--- src/sv/mor_pkg.sv ---
// Shared types, constants and codes of the median outlier rejection filter.
package mor_pkg;

	localparam int WINDOW   = 5;
	localparam int SLOT_W   = (WINDOW > 1) ? $clog2(WINDOW) : 1;
	localparam int CNT_W    = $clog2(WINDOW + 1);
	localparam int MED_IDX  = WINDOW / 2;
	localparam int NEED_LE  = MED_IDX + 1;
	localparam int NEED_GE  = WINDOW - MED_IDX;

	localparam int SAMPLE_W = 32;
	localparam int THRESH_W = 31;
	localparam int WIDE_W   = SAMPLE_W + 2;

	typedef logic signed [SAMPLE_W-1:0] sample_t;
	typedef logic [THRESH_W-1:0]        thresh_t;
	typedef logic signed [WIDE_W-1:0]   wide_t;

	localparam sample_t SENT_ZERO = 32'sd0;
	localparam sample_t SENT_ONE  = 32'sd65536;
	localparam sample_t SENT_TWO  = 32'sd131072;

	localparam thresh_t THRESH_RESET = 31'd655360;

	typedef enum logic [0:0] {
		CFG_FILTER_ENABLE    = 1'b0,
		CFG_REJECT_THRESHOLD = 1'b1
	} cfg_index_t;

	// Verdict on one sample, from the judge to the window and output stage.
	typedef struct packed {
		logic rejected;
		logic store;
	} verdict_t;

endpackage

--- src/sv/mor_window.sv ---
// Ring of the most recent samples with its write slot.
module mor_window (
	input  logic              clk,
	input  logic              arst_n,
	input  logic              wr_en,
	input  mor_pkg::sample_t  wr_data,
	output mor_pkg::sample_t  win [mor_pkg::WINDOW]
);

	mor_pkg::sample_t                win_q [mor_pkg::WINDOW];
	logic [mor_pkg::SLOT_W-1:0]      slot_q;

	always_ff @(posedge clk or negedge arst_n) begin
		if (!arst_n) begin
			slot_q <= '0;
			for (int i = 0; i < mor_pkg::WINDOW; i++) begin
				win_q[i] <= '0;
			end
		end else if (wr_en) begin
			win_q[slot_q] <= wr_data;
			if (slot_q == mor_pkg::SLOT_W'(mor_pkg::WINDOW - 1)) begin
				slot_q <= '0;
			end else begin
				slot_q <= slot_q + 1'b1;
			end
		end
	end

	assign win = win_q;

	// The slot never points past the last ring entry.
	a_slot_range: assert property (@(posedge clk) disable iff (!arst_n)
		slot_q <= mor_pkg::SLOT_W'(mor_pkg::WINDOW - 1))
		else $error("window slot out of range");

endmodule

--- src/sv/mor_judge.sv ---
// Rank test of a sample against the window median, and the sentinel check.
module mor_judge (
	input  mor_pkg::sample_t  sample,
	input  mor_pkg::sample_t  win [mor_pkg::WINDOW],
	input  logic              filter_enable,
	input  mor_pkg::thresh_t  reject_threshold,
	output mor_pkg::verdict_t verdict
);

	// The median lies at or below hi exactly when at least NEED_LE entries do,
	// and at or above lo exactly when at least NEED_GE entries do.
	mor_pkg::wide_t             hi;
	mor_pkg::wide_t             lo;
	logic [mor_pkg::WINDOW-1:0] le;
	logic [mor_pkg::WINDOW-1:0] ge;
	logic [mor_pkg::CNT_W-1:0]  cnt_le;
	logic [mor_pkg::CNT_W-1:0]  cnt_ge;
	logic                       inside_band;
	logic                       sentinel;

	always_comb begin
		hi = mor_pkg::wide_t'(sample) + mor_pkg::wide_t'({3'b000, reject_threshold});
		lo = mor_pkg::wide_t'(sample) - mor_pkg::wide_t'({3'b000, reject_threshold});
		cnt_le = '0;
		cnt_ge = '0;
		for (int i = 0; i < mor_pkg::WINDOW; i++) begin
			le[i]  = mor_pkg::wide_t'(win[i]) <= hi;
			ge[i]  = mor_pkg::wide_t'(win[i]) >= lo;
			cnt_le = cnt_le + mor_pkg::CNT_W'(le[i]);
			cnt_ge = cnt_ge + mor_pkg::CNT_W'(ge[i]);
		end
		inside_band = (cnt_le >= mor_pkg::CNT_W'(mor_pkg::NEED_LE)) &&
			(cnt_ge >= mor_pkg::CNT_W'(mor_pkg::NEED_GE));
		sentinel = (sample == mor_pkg::SENT_ZERO) || (sample == mor_pkg::SENT_ONE) ||
			(sample == mor_pkg::SENT_TWO);
		verdict.rejected = filter_enable && !inside_band;
		verdict.store    = !(filter_enable && sentinel);
	end

endmodule

--- src/sv/median_outlier_reject_filter.sv ---
// Top level of the median outlier rejection filter.

// The block takes one signed Q16.16 sensor sample per item and returns one
// result item per sample, in order. With filtering off every sample passes.
// With filtering on, a sample passes only if it lies within reject_threshold
// of the median of the last five samples written to the window (the window
// as it stood before this sample); a passing sample becomes the held value,
// and a rejected one leaves the held value as it was and raises the rejected
// flag. The result always carries the held value. Every sample is written to
// the window, except that while filtering is on the readings 0.0, 1.0 and 2.0
// are skipped. Rate: one item per clock cycle, sustained while the result
// stream is not stalled by m_tready. An accepted item sits in the input
// register, and the window rank test and the held-value update resolve from
// there into the output register. The median is not sorted out explicitly;
// the sample's band edges are compared against all window entries in
// parallel and the counts decide, so this rank test sets the cycle time.
// Configuration is written through cfg_we/cfg_index/cfg_wdata while the block
// is idle; index 0 is filter_enable, index 1 is reject_threshold.
module median_outlier_reject_filter (
	input  logic        clk,
	input  logic        arst_n,
	// Input stream.
	input  logic        s_tvalid,
	output logic        s_tready,
	input  logic [31:0] s_tdata,   // [31:0] sample
	// Result stream.
	output logic        m_tvalid,
	input  logic        m_tready,
	output logic [31:0] m_tdata,   // [31:0] value_out
	output logic        m_tuser,   // [0] rejected
	// Configuration write port.
	input  logic        cfg_we,
	input  logic        cfg_index,
	input  logic [30:0] cfg_wdata
);

	// Configuration registers.
	logic             filter_enable_q;
	mor_pkg::thresh_t reject_threshold_q;

	always_ff @(posedge clk or negedge arst_n) begin
		if (!arst_n) begin
			filter_enable_q    <= 1'b0;
			reject_threshold_q <= mor_pkg::THRESH_RESET;
		end else if (cfg_we) begin
			unique case (mor_pkg::cfg_index_t'(cfg_index))
				mor_pkg::CFG_FILTER_ENABLE: begin
					filter_enable_q <= cfg_wdata[0];
				end
				mor_pkg::CFG_REJECT_THRESHOLD: begin
					reject_threshold_q <= cfg_wdata;
				end
			endcase
		end
	end

	// Handshake: the input register moves into the output register whenever
	// the output register is empty or being drained this cycle.
	logic             s1_vld_q;
	mor_pkg::sample_t sample_s1;
	logic             out_vld_q;
	logic             out_free;
	logic             advance;

	assign out_free = !out_vld_q || m_tready;
	assign advance  = s1_vld_q && out_free;
	assign s_tready = !s1_vld_q || out_free;

	always_ff @(posedge clk or negedge arst_n) begin
		if (!arst_n) begin
			s1_vld_q <= 1'b0;
		end else if (s_tready) begin
			s1_vld_q <= s_tvalid;
		end
	end

	always_ff @(posedge clk) begin
		if (s_tvalid && s_tready) begin
			sample_s1 <= s_tdata;
		end
	end

	// Window ring and the verdict on the sample in the input register.
	mor_pkg::sample_t  win [mor_pkg::WINDOW];
	mor_pkg::verdict_t verdict;

	mor_judge u_judge (
		.sample           (sample_s1),
		.win              (win),
		.filter_enable    (filter_enable_q),
		.reject_threshold (reject_threshold_q),
		.verdict          (verdict)
	);

	mor_window u_window (
		.clk     (clk),
		.arst_n  (arst_n),
		.wr_en   (advance && verdict.store),
		.wr_data (sample_s1),
		.win     (win)
	);

	// Held value and output register.
	mor_pkg::sample_t held_q;
	mor_pkg::sample_t value_q;
	logic             rej_q;

	always_ff @(posedge clk or negedge arst_n) begin
		if (!arst_n) begin
			held_q    <= '0;
			out_vld_q <= 1'b0;
		end else begin
			if (advance && !verdict.rejected) begin
				held_q <= sample_s1;
			end
			if (out_free) begin
				out_vld_q <= s1_vld_q;
			end
		end
	end

	always_ff @(posedge clk) begin
		if (advance) begin
			value_q <= verdict.rejected ? held_q : sample_s1;
			rej_q   <= verdict.rejected;
		end
	end

	assign m_tvalid = out_vld_q;
	assign m_tdata  = value_q;
	assign m_tuser  = rej_q;

	// A waiting result always carries the current held value.
	a_out_is_held: assert property (@(posedge clk) disable iff (!arst_n)
		out_vld_q |-> (value_q == held_q))
		else $error("result value differs from held value");

	// A passing sample shows up unchanged in the next result.
	a_pass_value: assert property (@(posedge clk) disable iff (!arst_n)
		(advance && !verdict.rejected) |=> (value_q == $past(sample_s1)))
		else $error("passing sample not forwarded");

	// Nothing is rejected while filtering is off.
	a_reject_needs_enable: assert property (@(posedge clk) disable iff (!arst_n)
		(advance && verdict.rejected) |-> filter_enable_q)
		else $error("rejection with filter disabled");

endmodule
--- config.mk ---
export PLATFORM = sky130hd
export DESIGN_NAME = median_outlier_reject_filter
export DESIGN_NICKNAME = d
export VERILOG_FILES = /design/src/sv/mor_pkg.sv /design/src/sv/mor_window.sv /design/src/sv/mor_judge.sv /design/src/sv/median_outlier_reject_filter.sv
export SDC_FILE = /design/constraint.sdc
export NUM_CORES = 1
export LEC_CHECK = 0
export BUFFER_PORTS_ARGS = -buffer_cell sky130_fd_sc_hd__buf_4
export CORE_ASPECT_RATIO = 1.2
export CORE_MARGIN = 3
export CORE_UTILIZATION = 44
export DETAILED_ROUTE_END_ITERATION = 8
export SYNTH_ARGS = -nofsm -noshare
export SYNTH_HDL_FRONTEND = slang
export SYNTH_SLANG_ARGS = --single-unit
--- constraint.sdc ---
create_clock -name clk -period 8.29 [get_ports clk]
set_input_delay 1.658 -clock clk [delete_from_list [all_inputs] [get_ports clk]]
set_output_delay 1.658 -clock clk [all_outputs]
set_load 0.005 [all_outputs]
# Yosys cells after proc, flatten, opt, wreduce, memory -nomap -nowiden
# Cells that the tools add are included.
dict set report classes {
  addsub 11
  mul 0
  div_mod_pow 0
  n_lt_le_gt_ge 14
  n_eq_ne 3
  n_shift 0
  n_mux 5
  bitwise 2
  reduce_logical 20
}
# op count
set op_table {}
lappend op_table {{$ge 32x33->1} 5}
lappend op_table {{$le 32x33->1} 5}
lappend op_table {{$bwmux 160} 1}
lappend op_table {{$demux 32 s3} 1}
lappend op_table {{$mux 32} 2}
lappend op_table {{$add 32x32->33} 1}
lappend op_table {{$sub 32x32->33} 1}
lappend op_table {{$eq 32x18->1 const B} 1}
lappend op_table {{$eq 32x19->1 const B} 1}
lappend op_table {{$logic_not 32->1} 1}
lappend op_table {{$add 3x1->3} 6}
lappend op_table {{$logic_and 1x1->1} 8}
lappend op_table {{$ge 3x2->1 const B} 2}
lappend op_table {{$logic_not 1->1} 5}
lappend op_table {{$add 1x1->2} 2}
lappend op_table {{$ge 4x4->1 const B} 1}
lappend op_table {{$logic_or 1x1->1} 4}
lappend op_table {{$lt 4x1->1 const B} 1}
lappend op_table {{$not 3->4} 1}
lappend op_table {{$reduce_and 2->1} 2}
lappend op_table {{$add 3x1->3 const B} 1}
lappend op_table {{$eq 3x3->1 const B} 1}
lappend op_table {{$mux 3} 1}
lappend op_table {{$not 1->1} 1}
dict set report word_totals {
  regBits 294
  latchBits 0
  ram_bits 0
  mem_bits_ro 0
  in_bits 69
  output_inout_bits 35
  word_cells 69
  n_memories 0
}

# Depth between registers and ports, before layout
dict set report depth {
  ltp_word 12
  mapped_depth 36
  mapped_depth_nobuf 33
}

# Modules after synthesis
# Synthesis repeated with hierarchy kept, for this count alone.
dict set report unflattened {
  hier_cells 2027
  area_unflattened_um2 22414.0
}
# module instances cells_per_inst area_each_um2 seq_area_each_um2
set by_module_without_submodules {}
lappend by_module_without_submodules {mor_judge 1 1419 11015.6 0.0}
lappend by_module_without_submodules {mor_window 1 361 6454.9 4078.9}
lappend by_module_without_submodules {median_outlier_reject_filter 1 247 4943.5 3606.0}

# Worst setup path after synthesis
# Ideal clock, no wire load.
dict set report synth_path {
  kind {reg2reg}
  startpoint {reg sample_s1[3]}
  endpoint {reg held_q[10]}
  setup_time_ns 0.125
  arrival_ns 7.408
  required_time_ns 8.165
  slack_ns 0.758
  path_stages_with_launch 34
  path_buffers 4
  period_less_slack_ns 7.532
  path_cell_list {edfxtp_1 -> ha_1 -> buf_2 -> nor2b_1 -> a211oi_2 -> o41ai_2 -> a221oi_2 -> o221ai_1 -> a21oi_1 -> nor2_1 -> nor2_1 -> xnor2_1 -> ha_1 -> and3_1 -> nand3_1 -> a2111oi_0 -> nor3_1 -> maj3_1 -> maj3_1 -> o21ai_1 -> a31oi_1 -> ha_1 -> fa_1 -> ha_1 -> inv_1 -> fa_1 -> nand2b_1 -> a21oi_1 -> nor2b_1 -> clkbuf_1 -> nand2b_1 -> clkbuf_1 -> clkbuf_1 -> mux2_2}
}
dict set report synth_between {
  elab_chain_cells 12
  word_cells_on_any_way 27
  cone_classes {add/sub (10); order compare (12); reduce/logical (5)}
}
# element line
set synth_lines {}
lappend synth_lines {{start: declaration} median_outlier_reject_filter.sv:60} ;# mor_pkg::sample_t sample_s1;
lappend synth_lines {{start signal: assignment} median_outlier_reject_filter.sv:79} ;# sample_s1 <= s_tdata;
lappend synth_lines {{$add 32x32->33 or $sub 32x32->33 (tied branches)} {mor_judge.sv:22, mor_judge.sv:23}}
lappend synth_lines {{$le 32x33->1 or $ge 32x33->1 (tied branches)} {mor_judge.sv:27, mor_judge.sv:28}}
lappend synth_lines {{$add 1x1->2 (on tied branches)} {mor_judge.sv:29, mor_judge.sv:30}}
lappend synth_lines {{$add 3x1->3 (on tied branches) (3 in a row)} {mor_judge.sv:29, mor_judge.sv:30}}
lappend synth_lines {{$ge 3x2->1 (on tied branches)} {mor_judge.sv:32, mor_judge.sv:33}}
lappend synth_lines {{$logic_and 1x1->1 *} mor_judge.sv:32} ;# inside_band = (cnt_le >= mor_pkg::CNT_W'(mor_pkg::NEED_LE)) &&
lappend synth_lines {{$logic_not 1->1 *} mor_judge.sv:36} ;# verdict.rejected = filter_enable && !inside_band;
lappend synth_lines {{$logic_and 1x1->1 *} mor_judge.sv:36}
lappend synth_lines {{$logic_not 1->1 *} median_outlier_reject_filter.sv:113} ;# if (advance && !verdict.rejected) begin
lappend synth_lines {{$logic_and 1x1->1 *} median_outlier_reject_filter.sv:113}
lappend synth_lines {{end signal: assignment} median_outlier_reject_filter.sv:114} ;# held_q <= sample_s1;
lappend synth_lines {{end: declaration} median_outlier_reject_filter.sv:104} ;# mor_pkg::sample_t held_q;
# Every way passes the cells marked *; elsewhere a longest branch is shown, timed or not.
# A chain may end at the register's enable or synchronous reset.

# Worst setup path in the final report
dict set report layout_path {
  startpoint {reg sample_s1[0]}
  endpoint {reg value_q[4] (netlist: m_tdata[4]), data pin}
}
dict set report layout_between {
  elab_chain_cells 11
  word_cells_on_any_way 26
  cone_classes {add/sub (10); order compare (12); mux (1); reduce/logical (3)}
}
# element line
set layout_lines {}
lappend layout_lines {{$add 32x32->33 or $sub 32x32->33 (tied branches)} {mor_judge.sv:22, mor_judge.sv:23}}
lappend layout_lines {{$le 32x33->1 or $ge 32x33->1 (tied branches)} {mor_judge.sv:27, mor_judge.sv:28}}
lappend layout_lines {{$add 1x1->2 (on tied branches)} {mor_judge.sv:29, mor_judge.sv:30}}
lappend layout_lines {{$add 3x1->3 (on tied branches) (3 in a row)} {mor_judge.sv:29, mor_judge.sv:30}}
lappend layout_lines {{$ge 3x2->1 (on tied branches)} {mor_judge.sv:32, mor_judge.sv:33}}
lappend layout_lines {{$logic_and 1x1->1 *} mor_judge.sv:32}
lappend layout_lines {{$logic_not 1->1 *} mor_judge.sv:36}
lappend layout_lines {{$logic_and 1x1->1 *} mor_judge.sv:36}
lappend layout_lines {{$mux 32 *} median_outlier_reject_filter.sv:124} ;# value_q <= verdict.rejected ? held_q : sample_s1;
lappend layout_lines {{end signal: assignment} median_outlier_reject_filter.sv:124}
lappend layout_lines {{end: declaration} median_outlier_reject_filter.sv:105} ;# mor_pkg::sample_t value_q;
# Marks and branches as above.

==> impl_results.md <==
* Final Cycle Share at 0.973
* Slew Limit Headroom at 0.385
* Cell Area, Synth at 21600 µm²
* Final core occ at 0.515
* R2R depth at 30
* Worst Hold Class: reg2reg
* Switching share of power at 0.422
* Status: finished, final reports clean
* Routed wire length at 68200 µm
* Sequential share of power at 0.267
* Number of max-cap violations at 0
* Post-synth EDFFs at 65
* Crit path kind: reg2reg
* Synth Register Bits at 294
* Drt first pass iters at 5
* Hold Path End: held_q[0]
* Gr usage total at 0.260
* Clock slew at reported path FFs at 0.06 ns
* Number of global-route vias before repair at 17072
* Worst hold stages at 2
* Cells after Synth at 1979
* HP Start: held_q[0]
* Crit-path max cell delay at 0.48 ns
* Yosys top cell by area: dfrtp_1
* Skew-Pair Late Insertion Delay at 0.56 ns
* Worst Max-Slew Pin Slew at 0.922 ns
* Post-CTS Setup Inserts at 0
* Antenna violations before repair at 2
* Switch Pwr at 4.36 mW
* Routability cong. at 0.935
* Int Pwr at 5.97 mW
* Crit-path slowest cell: fa_1
* Synth Flop Type: dfrtp_1
* Gr ovfl total at 0
* Post-synthesis sequential area ratio at 0.355
* Syn Area/Cell at 10.9 µm²
* DIE WIDTH at 208 µm
* WL per Instance at 24.3 µm
* Post-route ant nets at 0
* Hold_buf cts at 0
* Num ports at 104
* CP max FO at 19
* Clock Tree Buf Depth at 3
* Cts bufs inserted at 36
* Die height at 249 µm
* Syn Nets at 2432
* Worst reg2reg setup slack at 0.22 ns
* Fmax achieved at 0.124 GHz
* First-pass GRT wire length at 104000 µm
* Layout Nets at 2607
* Share of layout cells above drive strength 1 at 0.245
* Worst clock skew at 0.0169 ns
* Worst r2r dst: m_tdata[4]
* Synth warnings at 0
* CP arrival at 8.36 ns
* Metal3 WL at 2680 µm
* CORE AREA at 48300 µm²
* Worst flop-to-flop path startpoint: sample_s1[0]
* Most frequent cell after synthesis: ha_1
* P&R area growth vs syn at 15.1%
* Vias per cell at 5.84
* # DRC at 0
* FILL cells at 4363
* Num rows at 88
* Async set-reset flop share out of synthesis at 0.779
* Worst setup EP type: flip-flop
* Final setup violation count at 0
* Die Footprint at 51900 µm²
* Comb pwr share at 0.578
* Critical Path RT at 8.59 ns
* VDD IR-drop max at 227 µV
* Wl on met1 at 28700 µm
* Antenna cells at 0
* LEAKAGE at 11.5 nW
* DR WL met2 at 33000 µm
* Post-synth top area share at 0.263
* Synth top area cells: dfrtp_1, ha_1, mux2_2
* Fin. Hold Viols at 0
* Worst hold slack at 0.486 ns
* Pwr/cell area at 415 nW/µm²
* CTS tree: built
* Initial DRC count at 894
* CTS root buffer: clkbuf_16
* Critical path launch point type: flip-flop
* Clock sink count at 294
* Dpl hpwl at 52300 µm
* Pin count of the biggest net entering global routing at 102
* Netlist cell types at 85
* Synth cell count leaders: ha_1, mux2_2, dfrtp_1, a21oi_1
* H-Tree Depth at 2
* I/O Buffers at 103
* Power share of the clock group at 0.155
* Final Slew Violations at 0
* Uppermost routed layer: met5
* Fin crit period at 8.07 ns
* Initial Utilization at 0.447
* Vias at 16420
## metrics by stage
step                power (mW)  setup WS (ns)  cell area (µm²)  TNS [ns]  std cells
floorplan                 6.58          0.758            21600         0       1979
global placement          8.50          0.353            23700         0       2746
detailed placement        8.65          0.251            23700         0       2746
CTS                       10.3          0.191            24900         0       2812
global route              11.2       -0.00377            24900  -0.00803       2812
finish                    10.3          0.224            24900         0       2812
## worst max path at each step
stage                             to  slack, ns  cells past startpoint              startpoint
after floorplan           held_q[10]       0.76                     33            sample_s1[3]
after global placement    held_q[30]       0.35                     29  reject_threshold_q[17]
after detailed placement   held_q[4]       0.25                     31            sample_s1[0]
after CTS                  held_q[4]       0.19                     31            sample_s1[0]
after global routing      m_tdata[4]     -0.004                     28  reject_threshold_q[17]
final                     m_tdata[4]       0.22                     30            sample_s1[0]
## flip-flops by register name, indices dropped and copies added, names as in the netlist
name,cells
u_window.slot_q,3
m_tuser,1
u_window.win,160
m_tvalid,1
s1_vld_q,1
m_tdata,32
filter_enable_q,1
reject_threshold_q,31
sample_s1,32
held_q,32
## area by class of cell
class / instances / area [µm²] / area share
multi-input combinational: 1540 / 13400 / 0.539
sequential: 294 / 7680 / 0.309
timing repair buffer: 188 / 1460 / 0.0587
clock buffer: 46 / 990 / 0.0398
tap: 630 / 788 / 0.0317
inverter: 94 / 357 / 0.0143
clock inverter: 20 / 195 / 0.00784
## worst max-delay path, delay by kind of cell, from the launching register on
family                     cells  cell delay [ns]
adders and majority gates      7             2.53
AOI/OAI and AO/OA             10             2.28
and+or+nand+nor                8             1.14
buffers and inverters          3             0.70
DFF                            1             0.44
muxes                          1             0.38
xor gates and xnor gates       1             0.32
## layer usage
layer  vias to the layer above  track usage
li1                       7770            -
met1                      8145        0.326
met2                       361        0.441
met3                       140       0.0351
met4                         4        0.125
met5                         -            0
## kinds of logic after synthesis
group / Yosys count / share of synthesized area
AO/OA/AOI/OAI: 414 / 0.127
AND/OR/NAND/NOR: 407 / 0.0997
adder cells (fa/ha/maj): 398 / 0.231
flip-flops: 294 / 0.355
multiplexers: 253 / 0.131
buffers and inverters: 145 / 0.0274
XOR/XNOR: 68 / 0.0284
## what timing repair did
action                                  in CTS  in global routing
endpoints found under the setup margin       0                 63
gates resized for setup                      0                  6
endpoints found under the hold margin        0                  0
## cell usage in the layout (no fill, tap or decap), drive strengths merged, types with 15 or more instances in the layout
cell type,Yosys,final
ha,378,378
nand4,47,47
a21o,79,79
buf,28,188
o21ai,71,71
a21oi,133,133
edfxtp,65,65
clkbuf,23,46
o21bai,15,15
xnor2,59,59
dfrtp,227,227
nand3,47,47
mux2,248,248
nor2,88,88
nor3,31,31
inv,92,94
nand2,63,63
nor2b,46,46
nor4,17,17
## power groups by stage
stage / registers [mW] / logic [mW] / clock network, mW
global placement: 2.76 / 5.74 / 0
CTS: 2.75 / 5.94 / 1.64
floorplan: 2.55 / 4.03 / 0
finish: 2.75 / 5.97 / 1.60
detailed placement: 2.76 / 5.89 / 0
global route: 2.83 / 6.66 / 1.69
No activity file was read; power rests on OpenSTA's default activity.
